===== src/hdl/tsc_pkg.sv =====
// ---------------------------------------------------------------------------
// tsc_pkg: shared types and constants of the terrain stencil
// Window item layout, register indexes and reset values.
// ---------------------------------------------------------------------------
`default_nettype none

package tsc_pkg;

    localparam int ENTRY_W  = 25;
    localparam int MISS_IDX = 24;

    localparam logic [ENTRY_W-1:0] MISS_ENTRY = 25'h1000000;

    localparam logic [1:0] CFG_WIDTH   = 2'd0;
    localparam logic [1:0] CFG_HEIGHT  = 2'd1;
    localparam logic [1:0] CFG_SPACING = 2'd2;

    localparam logic [10:0] WIDTH_RST   = 11'd256;
    localparam logic [10:0] HEIGHT_RST  = 11'd256;
    localparam logic [23:0] SPACING_RST = 24'd256;

    typedef logic [ENTRY_W-1:0] entry_t;

    // one plus-shaped window with the position of its centre cell
    typedef struct packed {
        entry_t     we;
        entry_t     ce;
        entry_t     ee;
        entry_t     ne;
        entry_t     se;
        logic [9:0] col;
        logic [9:0] row;
        logic       last;
    } win_t;

endpackage

`default_nettype wire


===== src/hdl/tsc_fifo.sv =====
// ---------------------------------------------------------------------------
// tsc_fifo: two-entry window queue
// Decouples the window former from the arithmetic unit.
// ---------------------------------------------------------------------------
`default_nettype none

module tsc_fifo (
    input  wire logic          clk,
    input  wire logic          rst_n,
    input  wire logic          push,
    input  wire tsc_pkg::win_t push_item,
    output logic               full,
    input  wire logic          pop,
    output tsc_pkg::win_t      pop_item,
    output logic               empty
);

    tsc_pkg::win_t mem_reg [2];
    logic       wptr_reg;
    logic       rptr_reg;
    logic [1:0] count_reg;

    assign full     = (count_reg == 2'd2);
    assign empty    = (count_reg == 2'd0);
    assign pop_item = mem_reg[rptr_reg];

    always_ff @(posedge clk)
    begin
        if (push)
        begin
            mem_reg[wptr_reg] <= push_item;
        end
    end

    always_ff @(posedge clk or negedge rst_n)
    begin
        if (!rst_n)
        begin
            wptr_reg  <= 1'b0;
            rptr_reg  <= 1'b0;
            count_reg <= 2'd0;
        end
        else
        begin
            if (push)
            begin
                wptr_reg <= ~wptr_reg;
            end
            if (pop)
            begin
                rptr_reg <= ~rptr_reg;
            end
            count_reg <= count_reg + {1'b0, push} - {1'b0, pop};
        end
    end

endmodule

`default_nettype wire


===== config.mk =====
export PLATFORM = sky130hd
export DESIGN_NAME = tsc_fifo
export DESIGN_NICKNAME = d
export VERILOG_FILES = /design/src/hdl/tsc_pkg.sv /design/src/hdl/tsc_fifo.sv
export SDC_FILE = /design/constraint.sdc
export NUM_CORES = 1
export LEC_CHECK = 0
export BUFFER_PORTS_ARGS = -buffer_cell sky130_fd_sc_hd__buf_2
export CORE_ASPECT_RATIO = 0.9
export CORE_MARGIN = 3
export CORE_UTILIZATION = 25
export DETAILED_ROUTE_END_ITERATION = 7
export PLACE_DENSITY_LB_ADDON = 0.08
export RECOVER_POWER = 50
export SETUP_SLACK_MARGIN = 0.2
export SLEW_MARGIN = 25
export SYNTH_ARGS = -nofsm -noshare
export SYNTH_HDL_FRONTEND = slang
export SYNTH_SLANG_ARGS = --single-unit

===== constraint.sdc =====
create_clock -name clk -period 7.96 [get_ports clk]
set_input_delay 0.398 -clock clk [delete_from_list [all_inputs] [get_ports clk]]
set_output_delay 0.398 -clock clk [all_outputs]
set_load 0.005 [all_outputs]

==> metrics, run 1 <==
total negative slack 0 ns; DRC 0; DR vias 5501; period utilization 61.9%; Vias per Instance 4.02; Worst VDD drop 0.190 mV; Starting Density 25.6%; share of layout cells above drive strength 1 48.7%; Tmin final 4.92 ns; total congestion overflow 0; die width 225 microns; Port Buffers 297; hold depth 1; Avg Cell Area, Syn 23.0 sq um; max-slew violations 151; Synth warnings 0; Post-DP HPWL 16.9 mm; FF-to-FF path depth 2; post-synthesis sequential area ratio 82.2%; Pre-antenna DRT Iters 4; normalized max-slew margin -172%; Synthesized Nets 621; Layout Nets 947; Post-Syn Instances 469; type of origin of the critical path flop; GRT Total Usage 10.7%; status finished with violations; commonest cells after routing, fill and taps aside edfxtp_1 (292), buf_2 (202), mux2_2 (146); worst slew pin tran 4.08 ns; H-tree Lvls 2; pin count of the biggest net entering global routing 70; Max Clk Rate 0.203 GHz; R2R setup slack 3.04 ns; Hold WS 0.0718 ns; initial antenna violation count 6; clock-pin slew on the worst setup and hold paths 0.06 ns; core area 42200 sq um; clock tree buffer depth 3; skew final 0.00774 ns; drt total wl 24.9 mm; setup violators final 0; post-CTS setup buffer count 0; root buffer cell clkbuf_16; Critical Path Source wptr_reg; Setup WS post-layout 3.04 ns; required time worst endpoint 7.98 ns; Yosys reg bits 296; commonest non-fill, non-tap cell in the layout edfxtp_1; violated checks capacitance limit, slew limit; Crit-path slowest cell clkbuf_1; Worst Path Arrival 4.94 ns; LEAKAGE 4.88 nW; Non-Filler Instances 1369; worst hold path type input pin to flop; die span in y 203 microns; ANT nets after route 0; Worst setup EP type flop; pwr/cell area 352 nW/um^2; 1st-iter DRT viols 192; fill count 4118; die footprint 45700 sq um; hold_buf cts 1; first-pass GRT wire length 37.1 mm; critical path type flop to flop; pre-CTS WS 5.33 ns; post_cts resized 0; I/O pins 298; vias in the first global route 6064; Cells after DPL 1303; total CTS buffers 36; routability cong. 0.687; post-synthesis cell area 10800 sq um; Critical Path End mem_reg[1][98]; Max Fanout on Critical Path 67; insertion delay to the later sink of the worst-skew pair 0.51 ns; max-cap violation count 3; synth unique cells 12; Row Count 71; capturing point of the worst reg2reg path mem_reg[1][98]; clock sink count 296; CTS tree yes; unrepaired setup endpoints after global routing no; total power 4.84 mW; reg2reg start wptr_reg; CP cell instances and2_0, clkbuf_1; max incr delay on CP 2.93 ns; max FFs per register 292; area delta synth->final 27.8%; drt wl/cell 18.2 microns; Final Hold Fails 0
[stage by stage]
step	util, %	instance area, sq um
floorplan	-	10800
global route	32.7	13800
global placement	30.4	12800
finish	32.7	13800
detailed placement	30.5	12900
CTS	33.0	13900
[power breakdown]
group | total [mW] | switching [mW] | leakage [nW] | internal (mW)
clock network | 1.45 | 0.597 | 0.519 | 0.848
registers | 2.18 | 0.0934 | 2.79 | 2.09
logic | 1.22 | 0.621 | 1.57 | 0.595
[final cells by class]
type / count / area, sq um / area share, %
diodes: 2 / 5.00 / 0.0363
clock buffers: 44 / 952 / 6.91
well taps: 547 / 684 / 4.97
clock inverters: 19 / 95.1 / 0.690
repair buffers: 304 / 1440 / 10.4
flip-flops and latches: 296 / 8870 / 64.4
inverters: 2 / 7.51 / 0.0545
multi-input cells: 155 / 1730 / 12.6
[how the worst min path moves through the flow]
stage               slack, ns           from              to
floorplan                0.10          rst_n    count_reg[0]
global placement         0.21          rst_n        wptr_reg
detailed placement       0.22          rst_n        wptr_reg
CTS                      0.03  push_item[89]  mem_reg[0][89]
global route             0.04  push_item[60]  mem_reg[1][60]
finish                   0.07  push_item[38]  mem_reg[1][38]
[worst max-delay path: cells and delay by family (launching register included)]
family | cells | cell delay (ns)
flip-flops | 1 | 0.38
AND/OR/NAND/NOR | 1 | 1.05
buffers and inverters | 1 | 2.93
[Yosys cell counts]
cell type,count,share of area (%)
buf_6,15,1.6
xor2_1,2,0.16
edfxtp_1,292,81
buf_2,1,0.046
nor2_1,1,0.035
xor3_1,1,0.22
nor2b_1,2,0.12
dfrtp_1,4,0.93
mux2_2,146,15
inv_1,2,0.070
and2_1,1,0.058
ha_1,2,0.23
[layer usage]
metal	track usage [%]	vias to the layer above	wire length, microns
met5	0	-	47
met4	4.24	8	684
met3	4.29	56	2100
met2	18.1	176	12300
met1	12.2	2730	9790
li1	-	2531	-
[logic make-up after synthesis]
family / synth area share (%)
flip-flops: 82.2
multiplexers: 15.2
buffers and inverters: 1.68
AND/OR/NAND/NOR: 0.209
XOR/XNOR: 0.383
adder cells (fa/ha/maj): 0.232
Power figures use the tool's default switching activity.
==> inputs of run 2 (changes only) <==
Settings changed: ABC_AREA set to 1.
Clock period 7.96 ns to 5.05 ns, I/O delays scaled along.
==> metrics, run 2 <==
share of layout cells above drive strength 1 18.4%; fin area 15500 sq um; Non-Filler Instances 1826; die footprint 46500 sq um; clock sink count 296; complex-gate fraction of the synthesized area 6.65%; commonest non-fill, non-tap cell in the layout edfxtp_1; CP delay by family, top buffers and inverters; status finished with violations; critical path type input pin to flop; Post-Syn Instances 787; Starting Density 25.5%; violated checks capacitance limit, slew limit; Crit-path slowest cell clkbuf_1; normalized max-slew margin -125%; vias in the first global route 6931; GRT Total Usage 11.3%; required time worst endpoint 5.09 ns; max-cap violation count 1; post-synthesis cell area 11000 sq um; CP Buf/Inv Count 4; Post-DP HPWL 16.8 mm; commonest cells after routing, fill and taps aside edfxtp_1 (292), buf_2 (181), inv_1 (152), nand2_1 (152), dlygate4sd3_1 (149); die span in y 205 microns; die width 227 microns; CTS tree yes; worst slew pin tran 3.37 ns; cell seen most often among critical-path stages clkbuf_1; Row Count 72; Max Fanout on Critical Path 54; Layout Nets 1399; initial antenna violation count 1; Cells after DPL 1614; commonest cells in the netlist edfxtp_1 (292), inv_1 (153), nand2_1 (152), o21ai_0 (146), buf_2 (19); first-pass GRT wire length 40.1 mm; root buffer cell clkbuf_16; max FFs per register 292; type of origin of the critical path input pin; xor and xnor area share after synthesis 0.159%; post_cts resized 0; unrepaired setup endpoints after global routing no; asr flop ratio synth 1.35%; largest family of logic cells by synthesized area buffers and inverters; routability cong. 0.689; DRC 0; Worst setup EP type flop; clock tree buffer depth 3; total congestion overflow 0; Synth warnings 0; Worst Path Arrival 3.67 ns; Post-synth EDFFs 292; most frequent cell after synthesis edfxtp_1; period utilization 71.8%; core area 43200 sq um; Vias per Instance 3.83; clock-pin slew on the worst setup and hold paths 0.05 ns; Final Hold Fails 0; Yosys reg bits 296; Tmin final 3.62 ns; post-synthesis sequential area ratio 80.7%; Synth area leader edfxtp_1; area delta synth->final 41.0%; post-synthesis mux area share 0%; total power 7.84 mW; total CTS buffers 37; Port Buffers 297; Avg Cell Area, Syn 14.0 sq um; insertion delay to the later sink of the worst-skew pair 0.52 ns; max-slew violations 55; top cells by area, synth edfxtp_1 (80%), o21ai_0 (6.6%), inv_1 (5.2%); Setup WS post-layout 1.43 ns; CP cell instances dlygate4sd3_1, clkbuf_1, inv_1, nor2_1, clkbuf_1; synth unique cells 12; worst hold path type input pin to asynchronous set/reset pin; ANT nets after route 0; total negative slack 0 ns; Hold WS 0.157 ns; Pre-antenna DRT Iters 4; area of placed instances 13100 sq um; DR vias 6993; Synth Flop Type edfxtp_1; pre-CTS WS 2.75 ns; H-tree Lvls 2; simple-gate share of the synthesized area 5.34%; Adder-Cell Fraction of Synth Area 0.228%; pwr/cell area 506 nW/um^2; Synth top area share 79.8%; Max Clk Rate 0.276 GHz; drt total wl 26.4 mm; drt wl/cell 14.4 microns; LEAKAGE 6.23 nW; Worst VDD drop 0.259 mV; skew final 0.0152 ns; Final Core Density 35.9%; I/O pins 298; setup violators final 0; pin count of the biggest net entering global routing 122; Synthesized Nets 939; max incr delay on CP 2.37 ns; 1st-iter DRT viols 295
-- run 2: cell count changes in the layout (fill, tap and decap cells not counted), sizes merged, moves of 2 or more --
cell         before  now
dlygate4sd3       1  149
bufinv            0    2
nor2              1    3
mux2            146    0
nand2             0  152
buf             208  189
o21ai             0  146
inv               4  153
nor2b             2    0
clkinv           17    9
clkbuf          139  165
-- run 2: where the power goes --
group          total [mW]  internal (mW)  leakage [nW]  switching (mW)
Sequential           3.46           3.27          2.79           0.188
Combinational        1.99          0.758          2.92            1.24
Clock                2.38           1.44         0.523           0.940
Total                7.84           5.48          6.23            2.36
-- run 2: worst register-to-register path: stages (launching register included) --
cell and delay (ns):
dfrtp_1 0.40, nor2_1 0.15, clkbuf_1 2.37
-- run 2: logic make-up (layout without fill, tap and decap cells) --
family,count (synthesis),count (layout)
adders and majority gates,2,2
buffers and inverters,185,668
DFF,296,296
and+or+nand+nor,156,156
xor gates and xnor gates,2,2
other,0,1
AOI/OAI and AO/OA,146,146
-- run 2: final timing paths --
kind                                from              to  slack, ns  cells after the start
max in group asynchronous          rst_n        rptr_reg       4.60                      2
setup / recovery                    push  mem_reg[0][83]       1.43                      5
hold reg to reg                 wptr_reg        wptr_reg       0.50                      1
min in group clk           push_item[35]  mem_reg[0][35]       0.46                      2
setup reg to reg                wptr_reg  mem_reg[0][83]       1.56                      2
hold / removal                     rst_n    count_reg[1]       0.16                      2
-- run 2: final cells by class --
cell class / count / area [sq um]
fillers: 4319 / 27700
well taps: 555 / 694
clock buffers: 50 / 975
diodes: 1 / 2.50
multi-input cells: 306 / 1360
flip-flops and latches: 296 / 8870
inverters: 153 / 579
clock inverters: 12 / 106
repair buffers: 453 / 2910
-- run 2: repair_timing --
action	4_1_cts	5_1_grt
buffers inserted	0	0
hold buffers	149	0
endpoints found under the hold margin	299	0
setup endpoints to repair	0	0
-- run 2: routing by layer --
layer | part of all wire, % | routed length (microns) | global-route usage [%]
met4 | 2.4 | 636 | 4.26
met2 | 47 | 12400 | 18.3
met1 | 43 | 11400 | 13.9
met5 | 0 | 0 | 0
met3 | 7.5 | 1980 | 4.00
